==> src/rtl/bba_pkg.sv <==
// ----------------------------------------------------------------------------
// bba_pkg
// Constants, codes and types shared by the bitmap block allocator files.
// ----------------------------------------------------------------------------
`timescale 1ns / 1ps

package bba_pkg;

  localparam int MAX_BLOCKS = 4096;
  localparam int WORD_BITS  = 64;
  localparam int BIT_W      = $clog2(WORD_BITS);
  localparam int MAP_WORDS  = (MAX_BLOCKS + WORD_BITS - 1) / WORD_BITS;
  localparam int WORD_AW    = (MAP_WORDS > 1) ? $clog2(MAP_WORDS) : 1;
  localparam int TOTAL_W    = 13;
  localparam int BLOCK_W    = 12;
  localparam int STATUS_W   = 2;
  localparam int CNT_W      = BIT_W + 1;
  localparam int CMP_W      = ((TOTAL_W > WORD_AW + BIT_W) ? TOTAL_W : WORD_AW + BIT_W) + 2;
  localparam int CFG_AW     = 3;
  localparam int CFG_DW     = 32;

  localparam logic [TOTAL_W-1:0]  TOTAL_RESET  = TOTAL_W'(4096);
  localparam logic                REG_TOTAL    = 1'b0;

  localparam logic [STATUS_W-1:0] STATUS_OK    = 2'd0;
  localparam logic [STATUS_W-1:0] STATUS_FULL  = 2'd1;
  localparam logic [STATUS_W-1:0] STATUS_DFREE = 2'd2;
  localparam logic [STATUS_W-1:0] STATUS_BAD   = 2'd3;

  localparam logic MODE_ALLOC = 1'b0;
  localparam logic MODE_FREE  = 1'b1;

  typedef enum logic {
    FSM_IDLE,
    FSM_SCAN
  } fsm_t;

  typedef struct packed {
    logic             found;
    logic [BIT_W-1:0] idx;
    logic             last;
  } eval_t;

endpackage

==> src/rtl/bba_word_eval.sv <==
// ----------------------------------------------------------------------------
// bba_word_eval
// Finds the lowest free bit of one bitmap word below the block count.
// ----------------------------------------------------------------------------
`timescale 1ns / 1ps

module bba_word_eval
  import bba_pkg::*;
(
  input  logic [WORD_AW-1:0]   word_addr,
  input  logic [WORD_BITS-1:0] word_data,
  input  logic [CMP_W-1:0]     limit,
  output eval_t                eval
);

  logic [CMP_W-1:0]     base;
  logic [CMP_W-1:0]     next_base;
  logic [CMP_W-1:0]     diff;
  logic [CNT_W-1:0]     cnt;
  logic [WORD_BITS-1:0] free_vec;

  always_comb begin
    base      = CMP_W'({word_addr, {BIT_W{1'b0}}});
    next_base = base + CMP_W'(WORD_BITS);
    diff      = limit - base;
    if (limit <= base) begin
      cnt = '0;
    end else if (diff >= CMP_W'(WORD_BITS)) begin
      cnt = CNT_W'(WORD_BITS);
    end else begin
      cnt = diff[CNT_W-1:0];
    end
    for (int j = 0; j < WORD_BITS; j++) begin
      free_vec[j] = !word_data[j] && (CNT_W'(j) < cnt);
    end
  end

  always_comb begin
    eval.found = |free_vec;
    eval.last  = next_base >= limit;
    eval.idx   = '0;
    for (int j = WORD_BITS - 1; j >= 0; j--) begin
      if (free_vec[j]) begin
        eval.idx = BIT_W'(j);
      end
    end
  end

endmodule

==> config.mk <==
export PLATFORM = sky130hd
export DESIGN_NAME = bba_word_eval
export DESIGN_NICKNAME = d
export VERILOG_FILES = /design/src/rtl/bba_pkg.sv /design/src/rtl/bba_word_eval.sv
export SDC_FILE = /design/constraint.sdc
export NUM_CORES = 1
export LEC_CHECK = 0
export ABC_AREA = 1
export BUFFER_PORTS_ARGS = -buffer_cell sky130_fd_sc_hd__buf_2
export CORE_MARGIN = 2
export CORE_UTILIZATION = 45
export DETAILED_ROUTE_END_ITERATION = 8
export GPL_ROUTABILITY_DRIVEN = 0
export PLACE_DENSITY = 0.75
export SYNTH_ARGS = -nofsm -noshare
export SYNTH_HDL_FRONTEND = slang
export SYNTH_SLANG_ARGS = --single-unit
==> constraint.sdc <==
create_clock -name vclk -period 20.7
set_clock_uncertainty 0.15 [all_clocks]
set_input_delay 3.105 -clock vclk [all_inputs]
set_output_delay 3.105 -clock vclk [all_outputs]
set_load 0.01 [all_outputs]
-- Yosys cells after proc, flatten, opt, wreduce, memory -nomap -nowiden
Index checks and enable logic that the tools add are counted.
- flip-flop bits (word level): 0
- input port bits: 85
- output and inout bits: 8
- logic and storage cells: 264
- $add $sub $neg: 2
- magnitude comparators: 67
- muxes and demuxes: 66
- reductions and logical operators: 129
- operators by type and width (kind ; number):
    6-bit two-way mux ; 64
    6-bit by 7-bit less-than comparator with 1-bit output (first input constant) ; 32
    5-bit by 7-bit less-than comparator with 1-bit output (first input constant) ; 16
    1-bit logical AND ; 64
    1-bit logical NOT ; 64
    64-bit OR reduction ; 1
    4-bit by 7-bit less-than comparator with 1-bit output (first input constant) ; 8
    3-bit by 7-bit less-than comparator with 1-bit output (first input constant) ; 4
    13-bit by 15-bit greater-or-equal comparator with 1-bit output ; 1
    15-bit by 7-bit greater-or-equal comparator with 1-bit output (second input constant) ; 1
    15-bit by 12-bit <= comparator with 1-bit output ; 1
    15-bit by 12-bit subtractor with 15-bit output ; 1
    1-bit by 7-bit less-than comparator with 1-bit output (first input constant) ; 2
    2-bit by 7-bit less-than comparator with 1-bit output (first input constant) ; 2
    7-bit two-way mux ; 2
    12-bit by 7-bit adder with 13-bit output (second input constant) ; 1

-- Longest topological paths before layout
Gate-level depths: netlist of run 1.
- depth after elaboration: 70
- depth in mapped cells: 79
- depth with buffers taken out: 79

-- Worst setup path before layout of run 1
No wires, ideal clock.
- kind: input-to-output
- from: in limit[6]
- to: out eval[1] (netlist bit)
- arrival time: 7.639 ns
- required time: 17.445 ns
- slack: 9.806 ns
- stages on the path: 78
- path buffers: 0
- path through: inv_1 ha_1 fa_1 inv_1 nand3_1 nand3_1 nand2_1 nor2_1 nand2_1 nor2_4 nand2_2 nor2_4 nand3_4 clkinv_2 nand2_1 nand2_1 nand2_1 nand2_1 [... 42 more ...] nand2_1 nand2_1 nand2_1 nand2_1 nand2_1 nand2_1 nand2_1 nand2_1 nand2_1 nand2_1 nand2_1 nand2_1 nand2_1 nand2_1 nand2_1 nand2_1 nand2_1 a21oi_2
- RTL lines (what ; RTL line ; text):
    start: declaration ; bba_word_eval.sv:12 ; input logic [CMP_W-1:0] limit,
    end: declaration ; bba_word_eval.sv:13 ; output eval_t eval

==> impl_metrics.py, run 1 <==
metrics = {
    "synth": {
        "syn_nets": 614,
        "synth_top_area_share_pct": 22.4,
        "yosysWarnings": 0,
        "yosysTopAreaCell": "nand2_1",
        "yosysSeqAreaShare_pct": 0,
        "synth_cell_types": 40,
        "yosysMostFrequentCell": "nand2_1",
        "synth_area_mm2": 0.00257,
        "synth_area_leaders": "nand2_1 (22%), nor2_1 (13%), inv_1 (12%)",
        "synthTopCellsByCount": "nand2_1 (153), nor2_1 (86), inv_1 (82), o21ai_0 (26), nand3_1 (19)",
        "syn-instance-count": 514,
        "syn_avg_cell_area_um2": 4.99,
    },
    "setup_path": {
        "max_stage_delay_ps": 440,
        "critPathKind": "input port to output pin",
        "cp.required_ps": 17440,
        "path_max_fanout": 15,
        "cp_data_arrival_time_ps": 8620,
        "cp_slowest_cell": "nor2_2",
        "critPathLaunchType": "input port",
        "cp_common_cell": "nand2_1",
        "critPathCaptureType": "output pin",
    },
    "sta": {
        "fmax_ghz": 0.0842,
        "drv_slew": 0,
        "period_share_pct": 57.4,
        "tightestPinTransition_ps": 557,
        "slew_headroom_pct": 62.8,
        "fin_crit_ps": 11870,
        "hold-worst-slack_ps": 6350,
        "rsz0062_at_grt": "no",
        "hold_violations": 0,
        "finalSetupTns_ps": 0,
        "setup_viol": 0,
    },
    "route": {
        "viasPerCell": 5.13,
        "wl_per_cell_um": 11.5,
        "drt_pass1_iterations": 4,
        "ant_nets": 0,
        "vias": 3476,
        "drt_wl_total_um": 7780,
        "drtIter0Drc": 181,
        "post-route-drc-count": 0,
    },
    "cts": {
        "postCtsHoldBufs": 0,
        "postCtsSetupRepairBufs": 0,
        "cts-resized-gates": 0,
    },
    "placement": {
        "port_buffers": 93,
        "dpl.hpwl_um": 6930,
    },
    "hold_path": {
        "hold_start": "limit[13]",
        "holdPathStages": 3,
        "hold_path_end": "eval[0]",
        "hold_path.class": "input port to output pin",
    },
    "global_routing": {
        "grt_start_max_net_pins": 16,
        "grt_pass1_wl_um": 13200,
        "gr-total-overflow": 0,
        "track_usage_pct": 24.8,
        "antenna_found_initial": 0,
        "grt_pass1_vias": 3298,
    },
    "power": {
        "power.density_mw_per_mm2": 18.3,
        "power_mw": 0.0571,
        "peakVddDrop_v": 0.0000104,
        "power.static_leakage_nw": 1.84,
    },
    "die": {
        "die_h_um": 79.5,
        "dieArea_mm2": 0.00632,
        "boundaryPins": 93,
        "initial_core_util_pct": 46.6,
        "rows": 27,
        "die_w_um": 79.5,
        "coreArea_mm2": 0.00551,
    },
    "status": {
        "status": "completed",
    },
    "finish": {
        "final_core_utilization_pct": 56.5,
        "final_nets": 708,
        "nClkBuffers": 0,
        "n_sequential_cell": 0,
        "multi_input_area_mm2": 0.00219,
        "regArea_um2": 0,
        "fillCellCount": 560,
        "n_antenna_cell": 0,
        "syn2layout_area_growth_pct": 21.2,
        "drive_above_1_share_pct": 24.9,
    },
    "flow_run": {
        "max_cap_violations": 0,
    },
}
layout make-up:
class                      count  share of cell area [%]
multi-input combinational    415                    70.3
timing repair buffer          93                    15.0
tap                           72                    2.90
inverter                      98                    11.9
metrics by stage:
| step | cells | cell area [um^2] | setup slack (ps) |
|---|---|---|---|
| final | 678 | 3110 | 8830 |
| after global routing | 678 | 3110 | 7930 |
| after CTS | 678 | 3110 | 8890 |
| after detailed placement | 678 | 3110 | 8890 |
| after global placement | 678 | 3110 | 9070 |
| after floorplan | 514 | 2570 | 9810 |
worst max-delay path: cells and delay by family:
| family | cells | cell delay [ps] |
|---|---|---|
| fa+ha+maj | 2 | 610 |
| compound gates | 2 | 250 |
| buf+inv | 7 | 1030 |
| simple gates | 53 | 3590 |
layout by cell type, fill, tap and decap left out, drive strengths merged, types with 9 or more instances in the layout:
cell / synthesis / layout
inv: 95 / 95
nand3: 22 / 22
a31oi: 9 / 9
o21ai: 29 / 29
nor3: 9 / 9
nor2: 96 / 96
ha: 14 / 14
a21oi: 21 / 21
nand2: 164 / 164
buf: 1 / 93
worst max path at each step:
stage | cells after the start | from | slack, ps | to
3_3_place_gp | 64 | word_addr[0] | 9070 | eval[1]
6_report | 64 | word_addr[0] | 8830 | eval[1]
2_1_floorplan | 78 | limit[6] | 9810 | eval[1]
4_1_cts | 64 | word_addr[0] | 8890 | eval[1]
5_1_grt | 64 | word_addr[0] | 7930 | eval[1]
3_5_place_dp | 64 | word_addr[0] | 8890 | eval[1]
metal layers:
metal	up-vias	global-route usage [%]	part of all wire (%)
met5	-	0	0
met3	24	2.60	8.0
met1	1499	29.5	43
li1	1827	-	-
met2	126	45.3	46
met4	0	9.48	3.3
report_power, final:
part	leakage, nW	total [mW]	internal (mW)	switching (mW)
Combinational	1.84	0.0571	0.0232	0.0339
Sequential	0	0	0	0
Clock	0	0	0	0
Total	1.84	0.0571	0.0232	0.0339
cells by family (layout without fill, tap and decap cells):
kind of cell / count (synthesis) / after routing / synth area share (%)
fa+ha+maj: 15 / 15 / 7.61
xor+xnor: 3 / 3 / 1.02
compound gates: 88 / 88 / 22.1
buf+inv: 99 / 191 / 14.8
simple gates: 309 / 309 / 54.4
(Power assumes the default switching activity.)
==> run 2: changes to the inputs <==
- ABC_AREA: 1 -> 0
- PLACE_DENSITY: 0.75 -> 0.76
- clock period: 20.7 -> 10.7 ns (I/O delays scaled with it)
==> impl_metrics.py, run 2 <==
metrics = {
    "sta": {
        "fin_crit_ps": 8160,
        "rsz0062_at_grt": "no",
        "setup_viol": 0,
        "tightestPinTransition_ps": 911,
        "worst_slack_ps": 2540,
        "hold_violations": 0,
        "drv_slew": 0,
        "slew_headroom_pct": 39.3,
        "fmax_ghz": 0.123,
        "finalSetupTns_ps": 0,
        "period_share_pct": 76.3,
    },
    "finish": {
        "layout_common_cells": "buf_2 (93), nor2_1 (49), a21oi_1 (45)",
        "final_common_cell": "buf_2",
        "n_sequential_cell": 0,
        "postLayoutCellArea_mm2": 0.00328,
        "drive_above_1_share_pct": 21.5,
        "final_nets": 627,
        "syn2layout_area_growth_pct": 18.9,
        "nClkBuffers": 0,
        "n_antenna_cell": 0,
        "regArea_um2": 0,
        "final_core_utilization_pct": 55.5,
    },
    "setup_path": {
        "critPathLaunchType": "input port",
        "critPathCaptureType": "output pin",
        "cp.required_ps": 8950,
        "critPathKind": "input port to output pin",
        "cp_data_arrival_time_ps": 6410,
        "path_max_fanout": 29,
    },
    "synth": {
        "yosysSeqAreaShare_pct": 0,
        "syn-instance-count": 444,
        "yosysWarnings": 0,
        "synth_top_area_share_pct": 8.16,
        "yosysMostFrequentCell": "nor2_1",
        "syn_nets": 544,
        "synth_cell_types": 72,
        "synth_area_leaders": "a21oi_1 (8.2%), nor2_1 (6.7%), ha_1 (6.3%)",
        "synthTopCellsByCount": "nor2_1 (49), a21oi_1 (45), nand2_1 (30), o21ai_0 (26), inv_1 (23)",
        "synth_area_mm2": 0.00276,
        "syn_avg_cell_area_um2": 6.22,
        "yosysTopAreaCell": "a21oi_1",
    },
    "die": {
        "die_w_um": 82.3,
        "coreArea_mm2": 0.00592,
        "dieArea_mm2": 0.00678,
        "boundaryPins": 93,
        "rows": 28,
        "initial_core_util_pct": 46.6,
        "die_h_um": 82.3,
    },
    "route": {
        "drt_wl_total_um": 10400,
        "post-route-drc-count": 0,
        "drtIter0Drc": 579,
        "drt_pass1_iterations": 7,
        "vias": 4131,
        "wl_per_cell_um": 17.4,
        "viasPerCell": 6.89,
        "ant_nets": 0,
    },
    "power": {
        "peakVddDrop_v": 0.0000166,
        "power.density_mw_per_mm2": 39.0,
        "power_mw": 0.128,
        "power.static_leakage_nw": 1.39,
    },
    "flow_run": {
        "max_cap_violations": 0,
    },
    "placement": {
        "dpl.hpwl_um": 8380,
        "port_buffers": 93,
        "placed_area_mm2": 0.00328,
        "pre_cts_ws_ps": 2680,
    },
    "status": {
        "status": "completed",
    },
    "hold_path": {
        "hold_path.class": "input port to output pin",
    },
    "global_routing": {
        "grt_pass1_vias": 3563,
        "grt_pass1_wl_um": 16300,
        "grt_start_max_net_pins": 31,
        "gr-total-overflow": 0,
        "antenna_found_initial": 0,
        "track_usage_pct": 29.9,
    },
    "cts": {
        "postCtsHoldBufs": 0,
        "cts-resized-gates": 0,
        "postCtsSetupRepairBufs": 0,
    },
}
run 2: critical path: stages:
cell and delay [ps]:
buf_2 140, ha_1 230, fa_1 390, nand2b_1 200, a21oi_1 180, xnor2_1 200, and4_1 850, a31o_1 610
a31oi_1 210, nor4_1 490, nand3_1 190, or3_1 410, or3_1 400, nand2b_1 140, buf_2 130
run 2: area by class of cell:
| cell class | instances | area [um^2] |
|---|---|---|
| multi-input combinational | 404 | 2610 |
| fill | 599 | 2640 |
| tap | 75 | 93.8 |
| timing repair buffer | 97 | 495 |
| inverter | 24 | 90.1 |
run 2: where the power goes:
group	switching (mW)	internal [mW]	leakage, nW	total (mW)
Sequential	0	0	0	0
Combinational	0.0787	0.0494	1.39	0.128
Clock	0	0	0	0
run 2: metal layers:
metal	global-route usage [%]	part of all wire (%)	vias to the layer above
met5	0	0	-
met4	9.83	3.1	0
met3	1.20	11	45
met2	49.4	45	287
met1	41.4	41	1866
li1	-	-	1933
run 2: worst paths after layout:
check	cells after the start	slack, ps	startpoint	endpoint
setup / recovery	15	2540	word_addr[0]	eval[7]
hold / removal	4	3530	limit[14]	eval[0]
run 2: per-stage QoR:
stage | std cells | hold slack (ps)
finish | 600 | 3530
global route | 600 | 3590
CTS | 600 | 3530
detailed placement | 600 | 3530
global placement | 600 | 3530
floorplan | 444 | 3260
run 2: cell families (layout without fill, tap and decap cells):
kind of cell               Yosys count  after routing  share of synthesized area [%]
AOI/OAI and AO/OA                  208            208                           52.3
and+or+nand+nor                    175            175                           33.0
buffers and inverters               40            121                           5.66
adders and majority gates           15             15                           7.07
xor gates and xnor gates             6              6                           1.90
==> run 3: changes to the inputs <==
- PLACE_DENSITY: 0.76 -> 0.74
- clock period: 10.7 -> 7.95 ns (I/O delays scaled with it)
==> impl_metrics.py, run 3 (same netlist as run 2, synthesis figures left out) <==
metrics = {
    "setup_path": {
        "path_max_fanout": 21,
        "critPathKind": "input port to output pin",
        "critPathTopFamily": "compound AO/OA/AOI/OAI gates",
        "crit_chain": "buf_2, inv_1, ha_1, a21o_1, a211oi_2, a22o_1, o21ai_0, o41a_1, or2_1, or3_1, o31a_1, or3_1, or3_1, nand2b_1, buf_2",
        "critPathCaptureType": "output pin",
        "cp_common_cell": "or3_1",
        "max_stage_delay_ps": 660,
        "crit_start": "word_addr[4]",
        "worst-path-buf-inv": 3,
        "cp_slowest_cell": "a22o_1",
        "cp.required_ps": 6610,
        "critPathLaunchType": "input port",
        "cp_data_arrival_time_ps": 5710,
    },
    "power": {
        "power.static_leakage_nw": 1.40,
        "power.density_mw_per_mm2": 52.1,
        "intPower_mw": 0.0663,
        "p_seq_share_pct": 0,
        "switching_power_mw": 0.105,
        "comb_power_share_pct": 100.0,
        "peakVddDrop_v": 0.0000249,
        "clkPwrFrac_pct": 0,
        "p_sw_share_pct": 61.3,
    },
    "finish": {
        "n_antenna_cell": 0,
        "nClkBuffers": 0,
        "final_common_cell": "buf_2",
        "fillCellCount": 597,
        "drive_above_1_share_pct": 21.7,
        "syn2layout_area_growth_pct": 19.2,
        "regArea_um2": 0,
        "final_nets": 628,
        "fin_cells": 601,
        "layout_common_cells": "buf_2 (93), nor2_1 (49), a21oi_1 (45)",
        "n_sequential_cell": 0,
    },
    "sta": {
        "period_share_pct": 88.8,
        "rsz0062_at_grt": "no",
        "slew_headroom_pct": 42.3,
        "fin_crit_ps": 7060,
        "worst_slack_ps": 893,
        "setup_viol": 0,
        "fmax_ghz": 0.142,
        "drv_slew": 0,
        "hold_violations": 0,
        "finalSetupTns_ps": 0,
        "tightestPinTransition_ps": 860,
    },
    "status": {
        "status": "completed",
    },
    "route": {
        "vias": 4086,
        "drt_wl_total_um": 10300,
        "wl_per_cell_um": 17.1,
        "viasPerCell": 6.80,
        "drt_pass1_iterations": 7,
        "ant_nets": 0,
        "post-route-drc-count": 0,
        "drtIter0Drc": 461,
    },
    "die": {
        "coreArea_mm2": 0.00592,
        "die_h_um": 82.3,
        "die_w_um": 82.3,
        "boundaryPins": 93,
        "rows": 28,
        "dieArea_mm2": 0.00678,
        "initial_core_util_pct": 46.6,
    },
    "placement": {
        "dpl.hpwl_um": 8370,
        "placedCellCount": 601,
        "port_buffers": 93,
        "pre_cts_ws_ps": 934,
    },
    "cts": {
        "cts-resized-gates": 0,
        "postCtsSetupRepairBufs": 0,
        "postCtsHoldBufs": 0,
    },
    "global_routing": {
        "grt_start_max_net_pins": 29,
        "gr-total-overflow": 0,
        "grt_pass1_vias": 3616,
        "antenna_found_initial": 0,
        "grt_pass1_wl_um": 16500,
        "track_usage_pct": 30.2,
    },
    "hold_path": {
        "hold_start": "limit[14]",
        "hold_path.class": "input port to output pin",
    },
    "flow_run": {
        "max_cap_violations": 0,
    },
}
## run 3: cell types whose count changed in the layout (fill, tap and decap cells not counted), sizes merged
cell and change:
buf +1
## run 3: worst paths after layout
kind | endpoint | cells past startpoint
worst max-delay path | eval[7] | 15
worst min-delay path | eval[0] | 4
## run 3: area by class of cell
type	instances	area (um^2)	area share [%]
inverter	24	90.1	2.74
multi-input combinational	404	2610	79.1
tap	75	93.8	2.85
timing repair buffer	98	503	15.3
## run 3: per-layer routing
metal	part of all wire (%)	track usage, %
met2	45	49.1
met3	9.7	1.30
met1	42	41.1
met5	0	0
met4	4.0	13.5
## run 3: power groups by stage
stage	clock network (mW)	registers [mW]	logic, mW
after CTS	0	0	0.167
final	0	0	0.171
after floorplan	0	0	0.109
after detailed placement	0	0	0.166
after global placement	0	0	0.163
after global routing	0	0	0.188
## run 3: metrics by stage
stage          cell area [um^2]  power (mW)  hold WS [ps]  util [%]
3_3_place_gp               3290       0.163          2700      55.6
3_5_place_dp               3290       0.166          2700      55.6
5_1_grt                    3290       0.188          2750      55.6
2_1_floorplan              2760       0.109          2440         -
6_report                   3290       0.171          2720      55.6
4_1_cts                    3290       0.167          2710      55.6
